$ cat src/hdl/bff_pkg.sv
// shared types, constants and helper functions of the bitmap find-first unit
`timescale 1ns / 1ps
`default_nettype none

package bff_pkg;

  // store geometry
  localparam int MAX_BITS   = 1024;
  localparam int WORD_BITS  = 64;
  localparam int WORD_COUNT = MAX_BITS / WORD_BITS;
  localparam int WIDX_W     = $clog2(WORD_COUNT);
  localparam int BPOS_W     = $clog2(WORD_BITS);
  localparam int IDX_W      = WIDX_W + BPOS_W;
  localparam int CNT_W      = 11;

  // operation codes
  localparam logic [1:0] OP_FILL = 2'd0;
  localparam logic [1:0] OP_GET  = 2'd1;
  localparam logic [1:0] OP_SET  = 2'd2;
  localparam logic [1:0] OP_FIND = 2'd3;

  // status codes
  localparam logic [1:0] ST_OK    = 2'd0;
  localparam logic [1:0] ST_RANGE = 2'd1;
  localparam logic [1:0] ST_NONE  = 2'd2;

  // input item
  typedef struct packed {
    logic [1:0]       operation;
    logic [IDX_W-1:0] bit_pos;
    logic             bit_value;
  } in_t;

  // result item
  typedef struct packed {
    logic [1:0]       status;
    logic             read_value;
    logic [IDX_W-1:0] found_index;
  } out_t;

  // controller to datapath
  typedef struct packed {
    logic issue;
    logic scan;
  } cmd_t;

  // datapath to controller
  typedef struct packed {
    logic need_scan;
    logic scan_done;
  } stat_t;

  // lowest set bit of a nonzero word: pick the byte, then the bit in it
  function automatic logic [BPOS_W-1:0] lowest_set(input logic [WORD_BITS-1:0] w);
    logic [7:0] byte_nz;
    logic [2:0] byte_sel;
    logic [7:0] sel_byte;
    logic [2:0] bit_sel;
    for (int i = 0; i < 8; i++) begin
      byte_nz[i] = |w[8*i +: 8];
    end
    byte_sel = 3'd0;
    for (int i = 7; i >= 0; i--) begin
      if (byte_nz[i]) begin
        byte_sel = 3'(i);
      end
    end
    sel_byte = w[8*byte_sel +: 8];
    bit_sel = 3'd0;
    for (int i = 7; i >= 0; i--) begin
      if (sel_byte[i]) begin
        bit_sel = 3'(i);
      end
    end
    return {byte_sel, bit_sel};
  endfunction

endpackage

`default_nettype wire

$ cat src/hdl/bff_ctrl.sv
// controller state machine of the bitmap find-first unit
`timescale 1ns / 1ps
`default_nettype none

module bff_ctrl (
  input  wire logic          clk,
  input  wire logic          rst_n,
  input  wire logic          start,
  input  wire bff_pkg::stat_t stat,
  output bff_pkg::cmd_t      cmd,
  output logic               busy,
  output logic               out_strobe
);

  typedef enum logic [1:0] {
    S_IDLE = 2'b01,
    S_SCAN = 2'b10
  } state_t;

  state_t state_r, state_nxt;
  logic   strobe_r, strobe_nxt;

  // command decode and next state
  always_comb begin
    state_nxt  = state_r;
    strobe_nxt = 1'b0;
    cmd        = '0;
    unique case (state_r)
      S_IDLE: begin
        if (start) begin
          cmd.issue = 1'b1;
          if (stat.need_scan) begin
            state_nxt = S_SCAN;
          end else begin
            strobe_nxt = 1'b1;
          end
        end
      end
      S_SCAN: begin
        cmd.scan = 1'b1;
        if (stat.scan_done) begin
          state_nxt  = S_IDLE;
          strobe_nxt = 1'b1;
        end
      end
      default: begin
        state_nxt = S_IDLE;
      end
    endcase
  end

  // state and strobe registers
  always_ff @(posedge clk) begin
    if (!rst_n) begin
      state_r  <= S_IDLE;
      strobe_r <= 1'b0;
    end else begin
      state_r  <= state_nxt;
      strobe_r <= strobe_nxt;
    end
  end

  assign busy       = (state_r == S_SCAN);
  assign out_strobe = strobe_r;

  // a scan that has not finished keeps the block busy
  a_scan_holds: assert property (@(posedge clk) disable iff (!rst_n)
    (cmd.scan && !stat.scan_done) |=> busy)
    else $error("scan left before it finished");

  // every strobe comes from a finished item
  a_strobe_src: assert property (@(posedge clk) disable iff (!rst_n)
    out_strobe |-> $past((cmd.issue && !stat.need_scan) || (cmd.scan && stat.scan_done)))
    else $error("result strobe without a finished item");

  // issue and scan never overlap
  a_cmd_excl: assert property (@(posedge clk) disable iff (!rst_n)
    !(cmd.issue && cmd.scan))
    else $error("issue during scan");

endmodule

`default_nettype wire

$ cat src/hdl/bff_datapath.sv
// bit store, bit count register and word scanner of the bitmap find-first unit
`timescale 1ns / 1ps
`default_nettype none

module bff_datapath (
  input  wire logic                       clk,
  input  wire logic                       rst_n,
  input  wire bff_pkg::cmd_t              cmd,
  input  wire bff_pkg::in_t               in_item,
  input  wire logic                       cfg_we,
  input  wire logic [bff_pkg::CNT_W-1:0]  cfg_data,
  output bff_pkg::stat_t                  stat,
  output bff_pkg::out_t                   out_item
);

  logic [bff_pkg::WORD_BITS-1:0] words_r [bff_pkg::WORD_COUNT];
  logic [bff_pkg::CNT_W-1:0]     cnt_r;
  logic [bff_pkg::WIDX_W-1:0]    ptr_r;
  logic                          val_r;
  bff_pkg::out_t                 res_r;
  bff_pkg::out_t                 res_nxt;

  logic [bff_pkg::CNT_W-1:0]     cnt_m1;
  logic [bff_pkg::WIDX_W-1:0]    last_word;
  logic                          in_range;
  logic [bff_pkg::WIDX_W-1:0]    in_word;
  logic [bff_pkg::BPOS_W-1:0]    in_bit;
  logic [bff_pkg::WORD_BITS-1:0] cur_word;
  logic [bff_pkg::WORD_BITS-1:0] tail_mask;
  logic [bff_pkg::WORD_BITS-1:0] cand;
  logic                          is_last;
  logic                          hit;

  // count decode
  assign cnt_m1    = cnt_r - bff_pkg::CNT_W'(1);
  assign last_word = cnt_m1[bff_pkg::IDX_W-1:bff_pkg::BPOS_W];
  assign in_range  = {1'b0, in_item.bit_pos} < cnt_r;
  assign in_word   = in_item.bit_pos[bff_pkg::IDX_W-1:bff_pkg::BPOS_W];
  assign in_bit    = in_item.bit_pos[bff_pkg::BPOS_W-1:0];

  // word scan: match, trim padding of the last valid word, test
  assign cur_word  = words_r[ptr_r];
  assign tail_mask = (cnt_r[bff_pkg::BPOS_W-1:0] == '0) ? '1 :
                     ~({bff_pkg::WORD_BITS{1'b1}} << cnt_r[bff_pkg::BPOS_W-1:0]);
  assign is_last   = (ptr_r == last_word);
  assign cand      = (val_r ? cur_word : ~cur_word) & (is_last ? tail_mask : '1);
  assign hit       = |cand;

  assign stat.need_scan = (in_item.operation == bff_pkg::OP_FIND) && (cnt_r != '0);
  assign stat.scan_done = hit || is_last;

  // bit count register, clamped to the store size
  always_ff @(posedge clk) begin
    if (!rst_n) begin
      cnt_r <= bff_pkg::CNT_W'(bff_pkg::MAX_BITS);
    end else if (cfg_we) begin
      cnt_r <= (cfg_data > bff_pkg::CNT_W'(bff_pkg::MAX_BITS)) ?
               bff_pkg::CNT_W'(bff_pkg::MAX_BITS) : cfg_data;
    end
  end

  // bit store: fill and single bit write
  always_ff @(posedge clk) begin
    if (!rst_n) begin
      for (int i = 0; i < bff_pkg::WORD_COUNT; i++) begin
        words_r[i] <= '0;
      end
    end else if (cmd.issue) begin
      if (in_item.operation == bff_pkg::OP_FILL) begin
        for (int i = 0; i < bff_pkg::WORD_COUNT; i++) begin
          words_r[i] <= {bff_pkg::WORD_BITS{in_item.bit_value}};
        end
      end else if ((in_item.operation == bff_pkg::OP_SET) && in_range) begin
        words_r[in_word][in_bit] <= in_item.bit_value;
      end
    end
  end

  // scan pointer and search value
  always_ff @(posedge clk) begin
    if (cmd.issue) begin
      ptr_r <= '0;
      val_r <= in_item.bit_value;
    end else if (cmd.scan && !stat.scan_done) begin
      ptr_r <= ptr_r + bff_pkg::WIDX_W'(1);
    end
  end

  // next result item
  always_comb begin
    res_nxt = res_r;
    if (cmd.issue && !stat.need_scan) begin
      res_nxt = '0;
      unique case (in_item.operation)
        bff_pkg::OP_GET, bff_pkg::OP_SET: begin
          if (!in_range) begin
            res_nxt.status = bff_pkg::ST_RANGE;
          end else if (in_item.operation == bff_pkg::OP_GET) begin
            res_nxt.read_value = words_r[in_word][in_bit];
          end
        end
        bff_pkg::OP_FIND: begin
          res_nxt.status = bff_pkg::ST_NONE;
        end
        bff_pkg::OP_FILL: begin
          res_nxt.status = bff_pkg::ST_OK;
        end
      endcase
    end else if (cmd.scan && stat.scan_done) begin
      res_nxt = '0;
      if (hit) begin
        res_nxt.status      = bff_pkg::ST_OK;
        res_nxt.found_index = {ptr_r, bff_pkg::lowest_set(cand)};
      end else begin
        res_nxt.status      = bff_pkg::ST_NONE;
      end
    end
  end

  // result register
  always_ff @(posedge clk) begin
    res_r <= res_nxt;
  end

  assign out_item = res_r;

endmodule

`default_nettype wire

$ cat src/hdl/bitmap_find_first_unit.sv
// top level of the bitmap find-first unit
`timescale 1ns / 1ps
`default_nettype none

// Bit set of 1024 bits in 16 words of 64 bits, cleared at reset, with fill,
// get, set and find-first. An item is taken when start is high and busy is
// low. Fill, get and set finish when issued; find-first is issued and then
// scans words, 1 to 16 words (up to the word of the first match or the last
// word below the bit count, none when the bit count is zero), as the scanner
// reads one store word per cycle. The result shows on out_item, marked by
// out_strobe high for a single cycle, in the cycle after the item finishes;
// it must be taken then, since the receiver cannot stall the block. The bit
// count is written through cfg_valid and cfg_data while the block is idle
// (cfg_ready is low during a scan); values above 1024 act as 1024.
module bitmap_find_first_unit (
  input  wire logic                      clk,
  input  wire logic                      rst_n,
  input  wire logic                      start,
  output logic                           busy,
  input  wire bff_pkg::in_t              in_item,
  output logic                           out_strobe,
  output bff_pkg::out_t                  out_item,
  input  wire logic                      cfg_valid,
  output logic                           cfg_ready,
  input  wire logic [bff_pkg::CNT_W-1:0] cfg_data
);

  bff_pkg::cmd_t  cmd;
  bff_pkg::stat_t stat;
  logic           start_ok;

  // new items only while idle
  assign start_ok  = start && !busy;

  // count writes only while no scan runs
  assign cfg_ready = !busy;

  // controller
  bff_ctrl u_ctrl (
    .clk        (clk),
    .rst_n      (rst_n),
    .start      (start_ok),
    .stat       (stat),
    .cmd        (cmd),
    .busy       (busy),
    .out_strobe (out_strobe)
  );

  // datapath
  bff_datapath u_dp (
    .clk      (clk),
    .rst_n    (rst_n),
    .cmd      (cmd),
    .in_item  (in_item),
    .cfg_we   (cfg_valid && cfg_ready),
    .cfg_data (cfg_data),
    .stat     (stat),
    .out_item (out_item)
  );

endmodule

`default_nettype wire

$ cat config.mk
export PLATFORM = sky130hd
export DESIGN_NAME = bitmap_find_first_unit
export DESIGN_NICKNAME = d
export VERILOG_FILES = /design/src/hdl/bff_pkg.sv /design/src/hdl/bff_ctrl.sv /design/src/hdl/bff_datapath.sv /design/src/hdl/bitmap_find_first_unit.sv
export SDC_FILE = /design/constraint.sdc
export NUM_CORES = 2
export LEC_CHECK = 0
export ABC_AREA = 0
export BUFFER_PORTS_ARGS = -buffer_cell sky130_fd_sc_hd__clkbuf_2
export CAP_MARGIN = 20
export CORE_ASPECT_RATIO = 0.8
export CORE_MARGIN = 3
export CORE_UTILIZATION = 60
export CTS_CLUSTER_DIAMETER = 100
export DETAILED_ROUTE_END_ITERATION = 10
export PLACE_DENSITY = 0.76
export SLEW_MARGIN = 15
export SYNTH_ARGS = -nofsm -noshare
export SYNTH_HDL_FRONTEND = slang
export SYNTH_SLANG_ARGS = --single-unit
$ cat constraint.sdc
create_clock -name clk -period 5.52 [get_ports clk]
set_input_delay 1.104 -clock clk [delete_from_list [all_inputs] [get_ports clk]]
set_output_delay 1.104 -clock clk [all_outputs]
set_load 0.05 [all_outputs]
### After elaboration in Yosys (flattened, before gate mapping)

Memories as Yosys holds them, arrays and structs flattened. A register that Yosys moved wholly into a read port is not among the register bits.
Cells that the tools add are included.

| operators by class | value |
|---|---|
| $add $sub $neg | 2 |
| order comparisons | 4 |
| eq/ne operators | 9 |
| shifts and indexed selects | 2 |
| multiplexer cells | 78 |
| bitwise operators | 19 |
| reduce and logical (&&, ||, !) cells | 28 |

Operators by type and width:

| kind | count |
|---|---|
| two-way mux 64 bit | 22 |
| inverter 64 bit | 2 |
| OR reduction 64 bit | 2 |
| bitwise AND 64 bit | 1 |
| OR reduction 8 bit | 8 |
| variable part select 64 x 7 -> 8 bit | 1 |
| left shift 64 x 6 -> 64 bit, first input constant | 1 |
| two-way mux 3 bit | 19 |
| two-way mux 13 bit | 2 |
| two-way mux 1 bit | 21 |
| bitwise OR 1 bit | 16 |
| two-way mux 4 bit | 3 |
| > comparator 11 bit, second input constant | 1 |
| less-than comparator 10 x 11 -> 1 bit | 1 |
| two-way mux 11 bit | 1 |
| nonzero test 11 bit | 1 |
| two-way mux 10 bit | 1 |
| subtractor 10 x 1 -> 10 bit, second input constant | 1 |
| logical AND 1 bit | 8 |
| two-way mux 2 bit | 4 |
| less-than comparator 6 x 7 -> 1 bit, second input constant | 1 |
| binary-select mux 1 bit (select 6 bit) | 1 |
| demux 1 bit (select 6 bit) | 1 |
| equality test 2 bit, second input constant | 3 |
| 16 further kinds | 20 |

| storage, ports and cells | value |
|---|---|
| register bits | 32 |
| bits in writable memories | 1024 |
| input bits | 28 |
| output and inout port bits | 16 |
| logic and storage cells | 151 |
| memories | 1 |

Memory list:

| name | words | bits a word | rd ports | clocked after Yosys merged registers in | wr ports | line | RTL |
|---|---|---|---|---|---|---|---|
| u_dp.words_r | 16 | 64 | 2 | 1 | 16 | bff_datapath.sv:16 | `logic [bff_pkg::WORD_BITS-1:0] words_r [bff_pkg::WORD_COUNT];` |

### Depth between registers and ports, before layout

| logic depth | value |
|---|---|
| word-level depth | 29 |
| gate-level depth with buffers | 22 |
| gate-level depth less buffers | 15 |

### By module

From an unflattened synthesis, not the netlist that was laid out.

| unflattened totals | value |
|---|---|
| cell total of the unflattened synthesis | 5560 |
| area, all modules | 65240.1 sq um |

Modules (own cells, without submodules):

| module | times used | cells each | area each (sq um) | sequential area each (sq um) |
|---|---|---|---|---|
| bff_datapath | 1 | 5535 | 65031.1 | 31450.2 |
| bff_ctrl | 1 | 22 | 192.7 | 60.1 |
| bitmap_find_first_unit | 1 | 3 | 16.3 | 0.0 |

### Worst setup path before layout

OpenSTA, ideal clock, no wires.

| path | value |
|---|---|
| kind | input-to-reg |
| start | in in_item[7] in the netlist's numbering |
| end | reg u_dp.res_r (netlist bit u_dp.out_item[10]), data pin |
| setup time | 0.265 ns |
| arrival | 4.502 ns |
| required time | 5.255 ns |
| setup slack | 0.753 ns |
| cell stages on the path | 11 |
| path buffers | 5 |
| path through | clkbuf_1 > buf_1 > clkbuf_1 > buf_1 > clkbuf_1 > mux4_2 > mux4_2 > a22oi_1 > a41oi_1 > o31ai_1 > a211oi_1 |

RTL lines:

| item | line | RTL |
|---|---|---|
| start, declared | bitmap_find_first_unit.sv:20 | `input wire bff_pkg::in_t in_item,` |
| end signal, assigned | bff_datapath.sv:122 | `res_r <= res_nxt;` |
| end, declared | bff_datapath.sv:20 | `bff_pkg::out_t res_r;` |

==> metrics.csv <==
stage,metric,value,unit
sta,period_minus_slack,5340,ps
place,post-dp-hpwl,143000,um
critical_path,criticalPathCategory,flip-flop to flip-flop,
synth,syn_inst,5605,
synth,ys_ff_latch,1060,
layout,final_cell_mix,"1707 x o21ai_0, 1028 x edfxtp_1, 498 x mux4_2",
power_and_ir_drop,irDropWorstVdd,263,uV
grt,grt_use_met1,0.574,
clock_network,cts_tree,done,
synth,synth_fa_ha_area_frac,0.00306,
floorplan,die_area,113000,um2
synth,synth_mux_area_frac,0.214,
run_status,status,completed,
route,vias_per_cell,7.73,
place,dp_cells,6621,
synth,synth_top_family_by_area,multiplexers,
critical_path,endpoint_kind,flip-flop,
clock_network,cts_root_buf,clkbuf_16,
grt,grtUsageTotal,0.415,
critical_path,rrSetupSlack,180,ps
critical_path,cp_data_required_time,5900,ps
synth,async_reset_ff_frac,0,
sta,slew_violations,0,
floorplan,fp.dieW,375,um
grt,grt_pass1_wl,342000,um
synth,synth_top_area_frac,0.472,
clock_network,cts-htree-levels,3,
clock_network,cts_buffers,108,
hold_path,hold-path-cell-count,2,
floorplan,ios,44,
critical_path,r2r_end,u_dp.words_r[1][38],
synth,synth_edf_count,1028,
synth,synth_area_per_cell,11.7,um2
synth,synth-simple-area-share,0.0729,
layout,fin_util,0.662,
synth,synth_top_area_cell,edfxtp_1,
layout,mostFrequentLayoutCell,o21ai_0,
floorplan,dieHeight,301,um
critical_path,startpoint,u_dp.cnt_r[1],
grt,top_usage_layer,met2,
clock_network,cts_setup_buffers,0,
synth,synth_xor_area_frac,0.00683,
synth,syn_area,65400,um2
grt,use_met3,0.168,
sta,hold_viol,0,
sta,fmax,187,MHz
sta,slew_headroom,0.241,
sta,finalCritPeriodShare,0.967,
layout,fillerInstances,7754,
grt,grt_pass1_vias,50100,
critical_path,worst_setup_path_start_kind,flip-flop,
power_and_ir_drop,leakagePower,0.0236,uW
hold_path,min_from,u_dp.out_item[1],
layout,syn_to_final_growth,8.59,%
layout,layout.cells.non_filler,6822,
grt,grt_max_degree,201,
floorplan,core,107000,um2
layout,drive_gt1_frac,0.209,
route,drt_first_pass_iters,9,
grt,grt_overflow_total,0,
floorplan,initial_core_util,0.610,
sta,tightest_slew,1140,ps
synth,ys.warnings.count,0,
sta,rsz0062_at_grt,no,
sta,setup_violations,0,
clock_network,cts_sinks,1060,
power_and_ir_drop,finalPower,19300,uW
job,maxCapViolCount,0,
synth,ys.flop_type,edfxtp_1,
synth,synth_seq_area_share,0.482,
critical_path,critPathArrivalTime,5720,ps
synth,syn_nets,5649,
grt,grt_util_met2,0.579,
clock_network,clk_latency,730,ps
place,gp_congestion,1.07,
route,vias,52700,
hold_path,holdPathEnd,u_dp.out_item[1],
critical_path,critPathMaxFanout,26,
floorplan,rows,107,
route,ant_nets,0,
synth,synth_area_leaders,"edfxtp_1 47%, mux4_2 17%, o21ai_0 13%",
power_and_ir_drop,power_density,272,nW/um2
critical_path,r2r_cells,17,
route,drc,0,
layout,nets,5358,
place,port_buffers,43,
route,wire_per_inst,34.8,um
route,routed_wl,237000,um
clock_network,cts.clk_slew.worst_paths,60,ps
critical_path,r2r-start,u_dp.cnt_r[1],
sta,finalClockSkew,38.9,ps
synth,synth_compound_area_frac,0.171,
route,drt_iter0_drc,10100,
hold_path,hold_path.class,flip-flop to flip-flop,
clock_network,clk_path_buf_depth,3,
sta,tns,0,ps
synth,synth.distinct_cells,92,
grt,antenna_found_initial,12,
-- what timing repair did --
| action | 4_1_cts | 5_1_grt |
|---|---|---|
| hold buffers | 0 | 0 |
| setup endpoints to repair | 0 | 3 |
| resized for setup | 0 | 3 |
-- logic make-up (layout without fill, tap and decap cells) --
family / count (synthesis) / in the layout
buf+inv: 805 / 598
flops: 1060 / 1060
compound gates: 2051 / 2051
xor+xnor: 51 / 51
other cells: 0 / 7
mux: 769 / 769
simple gates: 853 / 853
fa+ha+maj: 16 / 16
-- worst max-delay path by stage --
stage | cells past startpoint | slack, ps | endpoint
finish | 17 | 180 | u_dp.words_r[1][38]
global route | 17 | 50 | u_dp.words_r[1][38]
CTS | 17 | 190 | u_dp.out_item[1]
detailed placement | 16 | 20 | u_dp.words_r[5][11]
global placement | 15 | 10 | u_dp.out_item[1]
floorplan | 11 | 750 | u_dp.out_item[10]
-- sequential cells by signal (all words and copies together) (netlist names), named ones only --
signal,count
u_dp.val_r,1
u_ctrl.out_strobe,1
u_dp.words_r,1024
u_dp.out_item,13
u_dp.ptr_r,4
u_dp.cnt_r,11
u_ctrl.state_r,2
-- worst max-delay path, cell delays in order (launching register included) --
cell and delay (ps):
dfxtp_1 330, buf_4 240, inv_1 240, ha_1 350, a21o_1 160, a21o_1 170
a21o_1 180, a21o_1 170, a21o_1 180, a21o_1 180, a21o_1 170, a21o_1 170
a21oi_1 610, o211ai_1 330, nor2_1 350, buf_4 270, nand2_1 500, o21ai_0 410
-- area by class of cell --
cell class	count	area (um2)	share of cell area
diodes	7	17.5	0.000247
clock buffers	136	2840	0.0400
clock inverters	58	420	0.00592
inverters	24	90.1	0.00127
multi-input cells	3740	30900	0.435
flip-flops and latches	1060	31500	0.444
well taps	1417	1770	0.0250
repair buffers	380	3460	0.0487
-- routing by layer --
metal	vias to the layer above	routed length, um
li1	21000	-
met1	25700	81800
met2	4994	99400
met3	936	42700
met4	6	13300
met5	-	40
-- where the power goes --
part / switching [uW] / leakage [uW] / internal, uW
clock network: 3270 / 0.00158 / 3770
registers: 275 / 0.0110 / 9380
logic: 1530 / 0.0110 / 1060
total: 5080 / 0.0236 / 14200
-- through the flow --
step,worst slack [ps],cell area [um2],hold WS (ps)
floorplan,753,65400,453
global placement,14.9,67700,463
detailed placement,21.1,67700,469
CTS,193,70900,482
global route,47.4,71000,498
finish,182,71000,480
-- Yosys cell counts, types with 11 or more instances --
master	instances
a21o_1	15
a21oi_1	52
a221oi_1	28
a22o_1	20
a22oi_1	67
a31oi_1	15
and2_1	400
and3_1	11
buf_1	43
buf_2	36
buf_4	39
buf_6	13
clkbuf_1	650
dfxtp_1	32
edfxtp_1	1028
ha_1	16
inv_1	19
mux2_2	38
mux2i_1	233
mux4_2	498
nand2_1	163
nand2b_1	16
nand3_1	46
nor2_1	86
nor2b_1	28
nor3_1	23
nor3b_1	14
nor4_1	11
o211ai_1	16
o21ai_0	1708
o22ai_1	17
o31ai_1	12
xnor2_1	47
No activity file was read; power rests on OpenSTA's default activity.
